## src/hw/rtl/http_request_head_tagger_core_macros.svh

```systemverilog
// ----------------------------------------------------------------------------
// HTTP request head tagger - assertion macros
// Clocked, reset-qualified property checks for the tagger core.
// ----------------------------------------------------------------------------
`ifndef HTTP_REQUEST_HEAD_TAGGER_CORE_MACROS_SVH
`define HTTP_REQUEST_HEAD_TAGGER_CORE_MACROS_SVH

// Checked on every rising edge of aclk, ignored while aresetn is low
`define HRHT_ASSERT(label, prop, msg) \
    label: assert property (@(posedge aclk) disable iff (!aresetn) (prop)) else $error(msg);

// Same check, also active during reset
`define HRHT_ASSERT_ALWAYS(label, prop, msg) \
    label: assert property (@(posedge aclk) (prop)) else $error(msg);

`endif

```

## src/hw/rtl/hrht_pkg.sv

```systemverilog
`default_nettype none
// ----------------------------------------------------------------------------
// HTTP request head tagger - package
// Limits, byte constants, byte class and status codes shared by the core.
// ----------------------------------------------------------------------------
package hrht_pkg;

    localparam int METHOD_LIMIT = 8;
    localparam int PATH_LIMIT   = 256;
    localparam int HEADER_LIMIT = 32;

    // field length counter: holds any path length below the limit
    localparam int FLEN_W = $clog2(PATH_LIMIT) + 1;
    // header counter: holds the limit itself
    localparam int HCNT_W = $clog2(HEADER_LIMIT + 1);

    localparam logic [7:0] CH_SP    = 8'h20;
    localparam logic [7:0] CH_TAB   = 8'h09;
    localparam logic [7:0] CH_CR    = 8'h0D;
    localparam logic [7:0] CH_LF    = 8'h0A;
    localparam logic [7:0] CH_COLON = 8'h3A;

    typedef enum logic [2:0] {
        CLS_METHOD  = 3'd0,
        CLS_PATH    = 3'd1,
        CLS_VERSION = 3'd2,
        CLS_NAME    = 3'd3,
        CLS_VALUE   = 3'd4,
        CLS_BODY    = 3'd5,
        CLS_SEP     = 3'd6
    } byte_class_t;

    typedef enum logic [2:0] {
        ST_OK          = 3'd0,
        ST_NO_SPACE    = 3'd1,
        ST_METHOD_LONG = 3'd2,
        ST_PATH_LONG   = 3'd3,
        ST_NO_COLON    = 3'd4,
        ST_TOO_MANY    = 3'd5,
        ST_BAD_EOL     = 3'd6
    } status_t;

endpackage
`default_nettype wire

```

## src/hw/rtl/http_request_head_tagger_core.sv

```systemverilog
`default_nettype none
// ----------------------------------------------------------------------------
// HTTP request head tagger - core
// Tags each request byte by field, counts headers and reports format status.
// ----------------------------------------------------------------------------
// Output: the result of each input transfer is registered in the output register.
// Throughput: one byte per cycle; the parse state and the output register
//   update in the same edge, so a new byte is taken while a result waits
//   as long as the output register is drained in that cycle.
// Reset: aresetn (synchronous, active low) clears the parse state and the
//   output valid; the parse state also returns to reset after each last byte.
`include "http_request_head_tagger_core_macros.svh"

module http_request_head_tagger_core (
    input  wire logic        aclk,
    input  wire logic        aresetn,
    input  wire logic        s_axis_tvalid,
    output logic             s_axis_tready,
    input  wire logic [7:0]  s_axis_tdata,   // [7:0] data_byte
    input  wire logic        s_axis_tlast,   // last_byte
    output logic             m_axis_tvalid,
    input  wire logic        m_axis_tready,
    output logic [23:0] m_axis_tdata,  // [7:0] out_byte, [12:8] header_index,
                                       // [13] field_start, [14] error_now,
                                       // [17:15] status, [23:18] header_total
    output logic [2:0]  m_axis_tuser,  // [2:0] byte_class
    output logic        m_axis_tlast   // done_res
);

    localparam int FLEN_W = hrht_pkg::FLEN_W;
    localparam int HCNT_W = hrht_pkg::HCNT_W;

    typedef enum logic [2:0] {
        PH_METHOD,
        PH_PATH,
        PH_VERSION,
        PH_LINE,
        PH_NAME,
        PH_VALUE,
        PH_BODY,
        PH_ERROR
    } phase_t;

    phase_t                phase_reg, phase_next;
    logic [FLEN_W-1:0]     flen_reg, flen_next, flen_inc;
    logic [FLEN_W:0]       flen_plus1;
    logic [HCNT_W-1:0]     hcnt_reg, hcnt_next;
    logic                  cr_reg, cr_next;
    logic                  vb_reg, vb_next;
    hrht_pkg::status_t     ec_reg, ec_next, code, end_code;

    hrht_pkg::byte_class_t cls;
    logic                  fs, en, lone, s_xfer;
    hrht_pkg::status_t     st;
    logic [7:0]            b;

    logic [7:0]            out_byte_reg;
    logic [2:0]            cls_out_reg;
    logic [4:0]            idx_out_reg;
    logic                  fs_out_reg, en_out_reg, done_out_reg, m_valid_reg;
    logic [2:0]            st_out_reg;
    logic [5:0]            total_out_reg;

    assign b             = s_axis_tdata;
    assign s_axis_tready = !m_valid_reg || m_axis_tready;
    assign s_xfer        = s_axis_tvalid && s_axis_tready;

    assign flen_plus1 = {1'b0, flen_reg} + {{FLEN_W{1'b0}}, 1'b1};
    assign flen_inc   = (&flen_reg) ? flen_reg : flen_plus1[FLEN_W-1:0];

    always_comb begin
        phase_next = phase_reg;
        flen_next  = flen_reg;
        hcnt_next  = hcnt_reg;
        cr_next    = cr_reg;
        vb_next    = vb_reg;
        ec_next    = ec_reg;
        code       = hrht_pkg::ST_OK;
        end_code   = hrht_pkg::ST_OK;
        cls        = hrht_pkg::CLS_SEP;
        fs         = 1'b0;
        en         = 1'b0;
        st         = hrht_pkg::ST_OK;
        lone       = (phase_reg == PH_LINE) && !cr_reg && s_axis_tlast;

        unique case (phase_reg)
            PH_METHOD: begin
                if (b == hrht_pkg::CH_SP) begin
                    phase_next = PH_PATH;
                    flen_next  = '0;
                end else if (flen_plus1 >= (FLEN_W+1)'(hrht_pkg::METHOD_LIMIT)) begin
                    code = hrht_pkg::ST_METHOD_LONG;
                end else begin
                    cls       = hrht_pkg::CLS_METHOD;
                    fs        = (flen_reg == '0);
                    flen_next = flen_inc;
                end
            end
            PH_PATH: begin
                if (b == hrht_pkg::CH_SP) begin
                    phase_next = PH_VERSION;
                    flen_next  = '0;
                end else if (flen_plus1 >= (FLEN_W+1)'(hrht_pkg::PATH_LIMIT)) begin
                    code = hrht_pkg::ST_PATH_LONG;
                end else begin
                    cls       = hrht_pkg::CLS_PATH;
                    fs        = (flen_reg == '0);
                    flen_next = flen_inc;
                end
            end
            PH_VERSION: begin
                if (cr_reg) begin
                    if (b == hrht_pkg::CH_LF) begin
                        cr_next    = 1'b0;
                        phase_next = PH_LINE;
                        flen_next  = '0;
                    end else begin
                        code = hrht_pkg::ST_BAD_EOL;
                    end
                end else if (b == hrht_pkg::CH_CR) begin
                    cr_next = 1'b1;
                end else begin
                    cls       = hrht_pkg::CLS_VERSION;
                    fs        = (flen_reg == '0);
                    flen_next = flen_inc;
                end
            end
            PH_LINE: begin
                if (cr_reg) begin
                    if (b == hrht_pkg::CH_LF) begin
                        cr_next    = 1'b0;
                        phase_next = PH_BODY;
                        flen_next  = '0;
                    end else begin
                        code = hrht_pkg::ST_BAD_EOL;
                    end
                end else if (b == hrht_pkg::CH_CR) begin
                    cr_next = 1'b1;
                end else if (lone) begin
                    cls        = hrht_pkg::CLS_NAME;
                    fs         = 1'b1;
                    phase_next = PH_NAME;
                    flen_next  = FLEN_W'(1);
                end else if (hcnt_reg >= HCNT_W'(hrht_pkg::HEADER_LIMIT)) begin
                    code = hrht_pkg::ST_TOO_MANY;
                end else if (b == hrht_pkg::CH_LF) begin
                    code = hrht_pkg::ST_NO_COLON;
                end else if (b == hrht_pkg::CH_COLON) begin
                    phase_next = PH_VALUE;
                    vb_next    = 1'b0;
                    flen_next  = '0;
                end else begin
                    cls        = hrht_pkg::CLS_NAME;
                    fs         = 1'b1;
                    phase_next = PH_NAME;
                    flen_next  = FLEN_W'(1);
                end
            end
            PH_NAME: begin
                if (b == hrht_pkg::CH_COLON) begin
                    phase_next = PH_VALUE;
                    vb_next    = 1'b0;
                    flen_next  = '0;
                end else if (b == hrht_pkg::CH_CR || b == hrht_pkg::CH_LF) begin
                    code = hrht_pkg::ST_NO_COLON;
                end else begin
                    cls       = hrht_pkg::CLS_NAME;
                    flen_next = flen_inc;
                end
            end
            PH_VALUE: begin
                if (cr_reg) begin
                    if (b == hrht_pkg::CH_LF) begin
                        cr_next    = 1'b0;
                        hcnt_next  = (&hcnt_reg) ? hcnt_reg : hcnt_reg + HCNT_W'(1);
                        phase_next = PH_LINE;
                        flen_next  = '0;
                        vb_next    = 1'b0;
                    end else begin
                        code = hrht_pkg::ST_BAD_EOL;
                    end
                end else if (b == hrht_pkg::CH_CR) begin
                    cr_next = 1'b1;
                end else if (!vb_reg && (b == hrht_pkg::CH_SP || b == hrht_pkg::CH_TAB)) begin
                    // leading whitespace of a value is dropped
                end else begin
                    cls       = hrht_pkg::CLS_VALUE;
                    fs        = !vb_reg;
                    vb_next   = 1'b1;
                    flen_next = flen_inc;
                end
            end
            PH_BODY: begin
                cls       = hrht_pkg::CLS_BODY;
                fs        = (flen_reg == '0);
                flen_next = flen_inc;
            end
            default: begin
            end
        endcase

        if (code != hrht_pkg::ST_OK) begin
            ec_next    = code;
            phase_next = PH_ERROR;
            en         = 1'b1;
            cls        = hrht_pkg::CLS_SEP;
            fs         = 1'b0;
        end

        if (s_axis_tlast) begin
            if (phase_next != PH_ERROR && !lone) begin
                if (phase_next == PH_METHOD || phase_next == PH_PATH) begin
                    end_code = hrht_pkg::ST_NO_SPACE;
                end else if (phase_next == PH_NAME) begin
                    end_code = hrht_pkg::ST_NO_COLON;
                end else if (phase_next == PH_VERSION || phase_next == PH_VALUE || cr_next) begin
                    end_code = hrht_pkg::ST_BAD_EOL;
                end
                if (end_code != hrht_pkg::ST_OK) begin
                    ec_next = end_code;
                    en      = 1'b1;
                end
            end
            st = ec_next;
        end
    end

    always_ff @(posedge aclk) begin
        if (!aresetn) begin
            phase_reg   <= PH_METHOD;
            flen_reg    <= '0;
            hcnt_reg    <= '0;
            cr_reg      <= 1'b0;
            vb_reg      <= 1'b0;
            ec_reg      <= hrht_pkg::ST_OK;
            m_valid_reg <= 1'b0;
        end else begin
            if (s_xfer) begin
                if (s_axis_tlast) begin
                    phase_reg <= PH_METHOD;
                    flen_reg  <= '0;
                    hcnt_reg  <= '0;
                    cr_reg    <= 1'b0;
                    vb_reg    <= 1'b0;
                    ec_reg    <= hrht_pkg::ST_OK;
                end else begin
                    phase_reg <= phase_next;
                    flen_reg  <= flen_next;
                    hcnt_reg  <= hcnt_next;
                    cr_reg    <= cr_next;
                    vb_reg    <= vb_next;
                    ec_reg    <= ec_next;
                end
                out_byte_reg  <= b;
                cls_out_reg   <= cls;
                idx_out_reg   <= hcnt_reg[4:0];
                fs_out_reg    <= fs;
                en_out_reg    <= en;
                done_out_reg  <= s_axis_tlast;
                st_out_reg    <= st;
                total_out_reg <= 6'(hcnt_next);
                m_valid_reg   <= 1'b1;
            end else if (m_axis_tready) begin
                m_valid_reg <= 1'b0;
            end
        end
    end

    assign m_axis_tvalid = m_valid_reg;
    assign m_axis_tdata  = {total_out_reg, st_out_reg, en_out_reg, fs_out_reg,
                            idx_out_reg, out_byte_reg};
    assign m_axis_tuser  = cls_out_reg;
    assign m_axis_tlast  = done_out_reg;

    `HRHT_ASSERT(a_status_only_on_last,
        m_valid_reg && !done_out_reg |-> st_out_reg == 3'(hrht_pkg::ST_OK),
        "status set on a byte that is not the last")
    `HRHT_ASSERT(a_error_byte_dropped,
        m_valid_reg && en_out_reg && !done_out_reg |-> cls_out_reg == 3'(hrht_pkg::CLS_SEP),
        "error byte not tagged as separator")
    `HRHT_ASSERT(a_error_phase_has_code,
        phase_reg == PH_ERROR |-> ec_reg != hrht_pkg::ST_OK,
        "error phase without an error code")
    `HRHT_ASSERT(a_last_restarts_parse,
        s_xfer && s_axis_tlast |=> phase_reg == PH_METHOD && hcnt_reg == '0 && !cr_reg,
        "parse state not restarted after last byte")

endmodule
`default_nettype wire
```

## config.mk

```make
export PLATFORM = sky130hd
export DESIGN_NAME = http_request_head_tagger_core
export DESIGN_NICKNAME = d
export VERILOG_FILES = /design/src/hw/rtl/hrht_pkg.sv /design/src/hw/rtl/http_request_head_tagger_core.sv
export VERILOG_INCLUDE_DIRS = /design/src /design/src/hw/rtl
export SDC_FILE = /design/constraint.sdc
export NUM_CORES = 1
export LEC_CHECK = 0
export ABC_AREA = 1
export CAP_MARGIN = 0
export CORE_MARGIN = 2
export CORE_UTILIZATION = 56
export DETAILED_ROUTE_END_ITERATION = 10
export DONT_BUFFER_PORTS = 1
export GPL_ROUTABILITY_DRIVEN = 0
export GPL_TIMING_DRIVEN = 0
export PLACE_DENSITY = 0.72
export SLEW_MARGIN = 25
export SYNTH_ARGS = -nofsm -noshare
export SYNTH_HDL_FRONTEND = slang
export SYNTH_SLANG_ARGS = --single-unit
```

## constraint.sdc

```tcl
create_clock -name aclk -period 3.6 [get_ports aclk]
set_input_delay 0.72 -clock aclk [delete_from_list [all_inputs] [get_ports aclk]]
set_output_delay 0.72 -clock aclk [all_outputs]
set_load 0.02 [all_outputs]
```

# == Word level (Yosys, flattened, before mapping) ==
# Index checks and enable logic that the tools add are counted.
# W data, S select, Z words.
# op_classes
add_sub_neg,2
magnitude_cmp,3
n_eq_ne,31
n_mux,121
n_reduce_logical,30
# op_table
op,n
$mux W9,19
$mux W3,45
$pmux W9 S7,1
$mux W1,39
$ne A4 B4 Y1 const B,8
$mux W6,5
$pmux W3 S5,2
$eq A8 B4 Y1 const B,3
$pmux W3 S7,1
$ne A3 B3 Y1 const B,6
$eq A8 B6 Y1 const B,2
$eq A3 B3 Y1 const B,5
$mux W2,7
$reduce_and A11 Y1,1
$add A9 B1 Y10 const B,1
$ge A10 B4 Y1 const B,1
$ge A10 B9 Y1 const B,1
$ne A5 B5 Y1 const B,2
$reduce_and A10 Y1,1
$eq A3 B2 Y1 const B,3
$logic_not A9 Y1,1
$reduce_and A9 Y1,1
$reduce_bool A8 Y1,1
$add A6 B1 Y6 const B,1
15 further kinds,30
# totals
regBits,52
input_bits,13
out_inout_bits,30
word_cells,202

# == Logic depth before layout (Yosys ltp) ==
# Gate-level depths: netlist of run 1.
# logic_depth
word_depth,21
depth_mapped,20
depth_no_buf,20

# == Worst setup path after synthesis of run 1 ==
# OpenSTA, ideal clock, no wires.
# synth_timing
kind,input to register
start,input m_axis_tready
end,"register en_out_reg, enable pin"
setup_time_ns,0.413
arrival_time_ns,2.551
required_time_ns,3.187
slack_ns,0.636
stages,5
path_buffers,1
path_cell_list,inv_1 nand2_1 nand2_1 clkbuf_1 nor2_1
# synth_between
elab_chain_cells,3
# synth_lines
item,line_no,text
"start, declared",http_request_head_tagger_core.sv:22,"input wire logic m_axis_tready,"
$logic_or A1 B1 Y1,http_request_head_tagger_core.sv:65,assign s_axis_tready = !m_valid_reg || m_axis_tready;
named net s_axis_tready,http_request_head_tagger_core.sv:18,"output logic s_axis_tready,"
$logic_and A1 B1 Y1,http_request_head_tagger_core.sv:66,assign s_xfer = s_axis_tvalid && s_axis_tready;
$reduce_and A2 Y1 (no source line),n/a,
"end signal, assigned",http_request_head_tagger_core.sv:258,en_out_reg <= en;
"end, declared",http_request_head_tagger_core.sv:60,"logic fs_out_reg, en_out_reg, done_out_reg, m_valid_reg;"
# The timed path passes the listed nets, and every way through them passes these cells.
# A chain may end at the register's enable or synchronous reset.

# == Worst setup path after layout of run 1 ==
# layout_timing
start,register flen_reg[0]
end,register st_out_reg[0] (data pin)
# layout_between
elab_chain_cells,18
elab_cells_between_ends,29
cone_classes,add/sub (1); order compare (2); eq/ne (5); mux (14); reduce/logical (7)
# layout_lines
item,line_no,text
"start, declared",http_request_head_tagger_core.sv:45,"logic [FLEN_W-1:0] flen_reg, flen_next, flen_inc;"
"start signal, assigned",http_request_head_tagger_core.sv:248,flen_reg <= flen_next;
$add A9 B1 Y10 *,http_request_head_tagger_core.sv:68,"assign flen_plus1 = {1'b0, flen_reg} + {{FLEN_W{1'b0}}, 1'b1};"
$ge A10 B9 Y1 or $ge A10 B4 Y1 (tied branches),"http_request_head_tagger_core.sv:103, http_request_head_tagger_core.sv:91",
$mux W2 (on tied branches),"http_request_head_tagger_core.sv:103, http_request_head_tagger_core.sv:91",
$mux W2 (on tied branches),"http_request_head_tagger_core.sv:100, http_request_head_tagger_core.sv:88",
$pmux W3 S5 *,http_request_head_tagger_core.sv:86,unique case (phase_reg)
$reduce_bool A3 Y1,http_request_head_tagger_core.sv:202,if (code != hrht_pkg::ST_OK) begin
$mux W3,http_request_head_tagger_core.sv:202,
$eq A3 B2 Y1 or $eq A3 B3 Y1 (tied branches),http_request_head_tagger_core.sv:216,end else if (phase_next == PH_VERSION || phase_next == PH_VALUE || cr_next) begin
$logic_or A1 B1 Y1 (2 in a row),http_request_head_tagger_core.sv:216,
$mux W3,http_request_head_tagger_core.sv:216,
$mux W3,http_request_head_tagger_core.sv:214,end else if (phase_next == PH_NAME) begin
$mux W3,http_request_head_tagger_core.sv:212,if (phase_next == PH_METHOD || phase_next == PH_PATH) begin
$mux W3,http_request_head_tagger_core.sv:211,if (phase_next != PH_ERROR && !lone) begin
$mux W3,http_request_head_tagger_core.sv:210,if (s_axis_tlast) begin
$reduce_bool A3 Y1,http_request_head_tagger_core.sv:219,if (end_code != hrht_pkg::ST_OK) begin
$mux W3,http_request_head_tagger_core.sv:219,
$mux W3 *,http_request_head_tagger_core.sv:211,
"end signal, assigned",http_request_head_tagger_core.sv:260,st_out_reg <= st;
"end, declared",http_request_head_tagger_core.sv:61,logic [2:0] st_out_reg;
# Every way passes the cells marked *; elsewhere a longest branch is shown, timed or not. The select of a mux whose other input is x is not followed.

==> metrics.md, run 1 <==
| Metric | Value |
|---|---|
| Async set or reset register ratio after synthesis | 0 |
| Mapped Area | 0.003467 sq mm |
| Initial antenna violation count | 0 |
| Nets@finish | 510 |
| Synthesized net count | 502 |
| Pwr Total | 1.410 mW |
| # fillers | roughly 540 |
| DR WL/cell | approximately 14 um |
| PortBufs | 0 |
| CP cell instances | ha_1 > nand2_1 > inv_2 > nand3_2 > nor3_1 > inv_1 > ha_1 > inv_1 > nand2_1 > nand2_1 > nand2_1 > nor2_4 > nand4_2 > a21oi_2 > inv_2 > a21oi_4 > nand2_2 > nand2_1 > a21oi_1 |
| Max clock buf depth | 2 |
| Unique masters post-synth | 38 |
| N_diodes | 0 |
| Commonest non-fill, non-tap cell in the layout | nand2_1 |
| Number of instances in the placed design | 559 |
| Clock power frac | 0.267 |
| Final Cycle Share | 0.8792 |
| Routed Antenna Nets | 0 |
| Slowest CP cell | dfxtp_1 |
| Worst hold path type | reg2reg |
| Combinational share of power | 0.235 |
| Die Y | 82.69 um |
| Worst-margin pin slew | 0.5947 ns |
| CTS Root Buffer Type | clkbuf_8 |
| LEAKAGE | 1.532 nW |
| Max FFs per register | 9 |
| Hold Violations, Final | 0 |
| Register area share after synthesis | 0.3811 |
| Pre-CTS setup slack | about 0.47 ns |
| Synth Instances | about 480 |
| Status | finished, final reports clean |
| Most used DFF post-synth | edfxtp_1 |
| TritonCTS clock tree | yes |
| # Post-CTS Setup Buffers | 0 |
| Synth-to-Final Area Change | 6.785% |
| Clock slew at reported path FFs | 0.10 ns |
| Share of cells above drive strength 1 | 0.1585 |
| Drt total wl | 8060 um |
| Worst setup SP type | register |
| Worst Path Required | 3.67 ns |
| Post-detailed-route via-to-cell ratio | 5.603 |
| Initial Utilization | 0.5821 |
| Drt pass-1 iters | 5 |
| Placed cell areas | about 0.0036 sq mm |
| Iter 0 DRT Violations | around 260 |
| Sequential share of power | 0.498 |
| WP data arrival | between 3 and 4 ns |
| Setup TNS | 0 ns |
| DRC viols | 0 |
| Leading cell types in the layout, fill and taps excluded | nand2_1, inv_1, nor2_1, a21oi_1, nand3_1 |
| Setup Crit Path Kind | reg2reg |
| Global-route wire length before repair | 13,470 um |
| Final setup viols | 0 |
| GRT overflow | 0 |
| Worst-path maximum fanout | 7 |
| Max-cap violations | 0 |
| Core Box Area | approximately 0.0060 sq mm |
| CTS sink count | 52 |
| Design area | 0.003702 sq mm |
| Fmax | 316.0 MHz |
| Largest net degree at the start of global routing | 25 |
| Most used cell along the critical path | nand2_1 |
| Cts-stage hold buffer count | 0 |
| Final Non-Filler Cells | 567 |
| Resized Gates After CTS | 0 |
| Clk_lat worst skew | 0.31 ns |
| DP Wirelength | roughly 6200 um |
| Int Power | 0.9576 mW |
| PwrDens | 380.9 mW/mm^2 |
| Sw Share | 0.3210 |
| Syn. warnings | 0 |
| Worst stage delay on the critical path | roughly 0.50 ns |
| Mean Syn Cell Area | 7.178 sq um |
| Peak supply drop | ~0.00031 V |
| Die width | slightly above 80 um |
| Vias in the first global route | 3,050 |
| Final min period | 3.165 ns |
| Via count | 3,177 |
| P_sw | between 0.4 and 0.5 mW |
| Pins Over Slew Limit | 0 |
| Final Util | 0.6216 |
| I/O Pins | 43 |
| Die area | 0.006837 sq mm |
| Register bit total from synthesis | 52 |
| PnR worst setup slack | 0.4350 ns |
| RSZ-0062 raised after global routing | false |
| Row Count | 28 |
| Post-synth EDFFs | 28 |
| Worst slew margin | 0.6035 |
| Number of buffers created by CTS | 5 |
| Skew final | between 0.006 and 0.007 ns |
| Critical path endpoint category | register |
| Fin Hold WS | between 0.4 and 0.5 ns |
| Global Route Usage Sum | 0.2546 |
| Htree depth | 2 |
-- metal layers --
layer	part of all wire	vias to the layer above	track usage
met5	0	-	0
met4	0.025	0	0.1033
met3	0.060	24	0.05217
met2	0.48	118	0.4290
met1	0.44	1433	0.3172
li1	-	1602	-
-- power by group through the flow --
stage          clock network [mW]  registers, mW  logic, mW
4_1_cts                     0.387          0.702      0.329
5_1_grt                     0.408          0.707      0.373
3_5_place_dp                    0          0.716      0.327
2_1_floorplan                   0          0.711      0.263
6_report                    0.377          0.702      0.331
3_3_place_gp                    0          0.716      0.315
-- cell families after synthesis --
group	share of synthesized area
AO/OA/AOI/OAI	0.1527
XOR/XNOR	0.007580
adder cells (fa/ha/maj)	0.02165
buffers and inverters	0.1003
flip-flops	0.3811
AND/OR/NAND/NOR	0.3367
-- final timing paths --
kind / start / to / slack (ns) / cells past startpoint
setup / recovery: flen_reg[0]$_SDFFE_PN0P_ / st_out_reg[0]$_SDFFCE_PN0P_ / 0.44 / 19
hold / removal: ec_reg[2]$_SDFFE_PN0P_ / ec_reg[2]$_SDFFE_PN0P_ / 0.47 / 2
setup reg to reg: flen_reg[0]$_SDFFE_PN0P_ / st_out_reg[0]$_SDFFCE_PN0P_ / 0.44 / 19
hold reg to reg: ec_reg[2]$_SDFFE_PN0P_ / ec_reg[2]$_SDFFE_PN0P_ / 0.47 / 2
-- cell usage after synthesis, drive strengths merged (3+ instances only) --
| cell type | n | area share |
|---|---|---|
| inv | 70 | 0.076 |
| o211ai | 10 | 0.022 |
| buf | 9 | 0.017 |
| ha | 6 | 0.022 |
| xor2 | 3 | 0.0076 |
| a21oi | 41 | 0.065 |
| nor2 | 59 | 0.084 |
| nand4 | 9 | 0.020 |
| edfxtp | 28 | 0.24 |
| dfxtp | 24 | 0.14 |
| nand2 | 129 | 0.16 |
| nand3 | 40 | 0.066 |
| clkbuf | 4 | 0.0043 |
| clkinv | 3 | 0.0036 |
| o21ai | 33 | 0.048 |
| nor3 | 5 | 0.0072 |
-- final cells by class --
type,instances,area [sq um],share of cell area
repair buffers,1,27.53,0.007435
well taps,75,93.84,0.02535
clock inverters,1,8.758,0.002366
multi-input cells,345,1805,0.4877
flip-flops and latches,52,1321,0.3569
clock buffers,7,97.59,0.02636
plain buffers,13,72.57,0.01960
inverters,73,275.3,0.07435
-- critical path: cells and delay by family, from the launching register on --
family                     cells  cell delay (ns)
AOI/OAI and AO/OA              3             0.42
adders and majority gates      2             0.50
buffers and inverters          4             0.32
DFF                            1             0.50
and+or+nand+nor               10             1.18
Power figures use the tool's default switching activity.
==> run 2: changes to the inputs <==
Settings changed: RECOVER_POWER set to 50.
==> run 2 against run 1 <==
Critical path depth did not move. Routed wire length fell by 0.40%. Setup slack got worse by 0.0024 ns. Critical path type unchanged. Largest cell class unchanged. Clock power barely moved.
==> metrics.md, run 2 (same netlist as run 1, synthesis figures left out) <==
| Metric | Value |
|---|---|
| Slowest CP cell | dfxtp_1 |
| Clk_lat worst skew | 0.31 ns (about the same) |
| Die width | 82.69 um (unchanged) |
| Iter 0 DRT Violations | 241 (-8.0%) |
| Most used cell along the critical path | nand2_1 |
| Pwr Total | 1.408 mW (-0.18%) |
| Final min period | 3.167 ns (+0.002436 ns) |
| Setup Crit Path Kind | reg2reg |
| Number of buffers created by CTS | 5 (unchanged) |
| Drt total wl | 8028 um (-0.40%) |
| Core Box Area | 0.005956 sq mm (unchanged) |
| Pins Over Slew Limit | 0 (unchanged) |
| CP Buf/Inv Count | 4 (unchanged) |
| Vias in the first global route | 3,050 (unchanged) |
| Worst slew margin | 0.5531 (-0.05049) |
| N_diodes | 0 (unchanged) |
| Die area | 0.006837 sq mm (unchanged) |
| Final Non-Filler Cells | 567 (unchanged) |
| Final Util | 0.6174 (-0.004202) |
| CTS Root Buffer Type | clkbuf_8 |
| Drt pass-1 iters | 5 (unchanged) |
| Post-detailed-route via-to-cell ratio | 5.600 (about the same) |
| WHS Path Cells | 2 (unchanged) |
| Die Y | 82.69 um (unchanged) |
| Share of cells above drive strength 1 | 0.1443 (-0.01423) |
| Clock slew at reported path FFs | 0.10 ns (about the same) |
| Max-cap violations | 0 (unchanged) |
| GRT overflow | 0 (unchanged) |
| Worst-case reg-to-reg path depth | 19 (unchanged) |
| Peak supply drop | 0.0003094 V (-0.21%) |
| Synth-to-Final Area Change | 6.063% |
| Cts-stage hold buffer count | 0 (unchanged) |
| Met2 WL | 3719 um (-2.9%) |
| Final setup viols | 0 (unchanged) |
| Via count | 3,175 (-0.063%) |
| I/O Pins | 43 (unchanged) |
| Largest net degree at the start of global routing | 25 (unchanged) |
| PortBufs | 0 (unchanged) |
| Row Count | 28 (unchanged) |
| Resized Gates After CTS | 0 (unchanged) |
| Critical path endpoint category | register |
| Leading cell types in the layout, fill and taps excluded | nand2_1, inv_1, nor2_1, a21oi_1, nand3_1 |
| Worst stage delay on the critical path | 0.51 ns (about the same) |
| Max clock buf depth | 2 (unchanged) |
| WP data arrival | 3.23 ns (about the same) |
| Worst setup SP type | register |
| Critical path depth | 19 (unchanged) |
| CP cell instances | ha_1 > nand2_1 > inv_2 > nand3_2 > nor3_1 > inv_1 > ha_1 > inv_1 > nand2_1 > nand2_1 > nand2_1 > nor2_4 > nand4_2 > a21oi_2 > inv_2 > a21oi_4 > nand2_2 > nand2_1 > a21oi_1 |
| Commonest non-fill, non-tap cell in the layout | nand2_1 |
| Skew final | 0.006004 ns (-0.0007195 ns) |
| Global Route Usage Sum | 0.2546 (unchanged) |
| Htree depth | 2 (unchanged) |
| # Post-CTS Setup Buffers | 0 (unchanged) |
| DR top layer | met4 |
| Final Cycle Share | 0.8798 (about the same) |
| LEAKAGE | 1.522 nW (-0.62%) |
| DP Wirelength | 6162 um (unchanged) |
| Routed Antenna Nets | 0 (unchanged) |
| CTS sink count | 52 (unchanged) |
| Nets@finish | 510 (unchanged) |
| DRC viols | 0 (unchanged) |
| Initial Utilization | 0.5821 (unchanged) |
| Worst Path Required | 3.67 ns (about the same) |
| PwrDens | 382.8 mW/mm^2 (+0.50%) |
| Max FFs per register | 9 (unchanged) |
| Worst-path maximum fanout | 7 (unchanged) |
| Worst-margin pin slew | 0.6680 ns (+0.07327 ns) |
| Global-route wire length before repair | 13,470 um (unchanged) |
| DR WL/cell | 14.16 um (-0.40%) |
| Met3 wire length | 461 um (-4.8%) |
| Initial antenna violation count | 0 (unchanged) |
| Worst hold path type | reg2reg |
| CP top delay family | simple AND/OR/NAND/NOR gates |
| Status | finished, final reports clean |
| Hold Violations, Final | 0 (unchanged) |
| Fmax | 315.7 MHz (about the same) |
| TritonCTS clock tree | yes |
| WL met1 | 3638 um (+2.7%) |
| RSZ-0062 raised after global routing | false |
| Number of instances in the placed design | 559 (unchanged) |
[run 2: changes by cell type in the layout (fill, tap and decap cells not counted), sizes merged]
cell / delta
buf: -2
clkbuf: +2
[run 2: report_power, final]
| part | leakage, nW | total, mW | internal [mW] | switching [mW] |
|---|---|---|---|---|
| Sequential | 0.462 | 0.702 | 0.663 | 0.0389 |
| Clock | 0.0540 | 0.379 | 0.182 | 0.197 |
| Combinational | 1.01 | 0.326 | 0.109 | 0.217 |
[run 2: final timing paths]
path                                                from                     endpoint  slack, ns
worst max-delay path            flen_reg[0]$_SDFFE_PN0P_  st_out_reg[0]$_SDFFCE_PN0P_       0.43
worst min-delay path              ec_reg[2]$_SDFFE_PN0P_       ec_reg[2]$_SDFFE_PN0P_       0.47
worst max register to register  flen_reg[0]$_SDFFE_PN0P_  st_out_reg[0]$_SDFFCE_PN0P_       0.43
worst min register to register    ec_reg[2]$_SDFFE_PN0P_       ec_reg[2]$_SDFFE_PN0P_       0.47
[run 2: area by class of cell]
| type | instances | area, sq um |
|---|---|---|
| plain buffers | 13 | 65.06 |
| clock buffers | 7 | 97.59 |
| clock inverters | 1 | 8.758 |
| fillers | 549 | 2278 |
| inverters | 73 | 275.3 |
| multi-input cells | 345 | 1788 |
| flip-flops and latches | 52 | 1321 |
| well taps | 75 | 93.84 |
| repair buffers | 1 | 27.53 |
[run 2: stage by stage]
| step | setup WS (ns) | hold slack [ns] | cell area, sq um | TNS, ns |
|---|---|---|---|---|
| floorplan | 0.6359 | 0.4453 | 3467 | 0 |
| global placement | -0.03906 | 0.4553 | 3561 | -1.019 |
| detailed placement | 0.4742 | 0.4594 | 3596 | 0 |
| CTS | 0.4615 | 0.4745 | 3702 | 0 |
| global route | 0.1986 | 0.4873 | 3677 | 0 |
| finish | 0.4326 | 0.4732 | 3677 | 0 |
[run 2: metal layers]
layer / vias to the layer above / track usage
li1: 1608 / -
met1: 1436 / 0.3172
met2: 108 / 0.4290
met3: 23 / 0.05217
met4: 0 / 0.1033
met5: - / 0
[run 2: worst reg2reg max path: cells and delay by family (launching register included)]
family                     cells  cell delay [ns]
buffers and inverters          4             0.33
AOI/OAI and AO/OA              3             0.41
DFF                            1             0.51
adders and majority gates      2             0.50
and+or+nand+nor               10             1.18
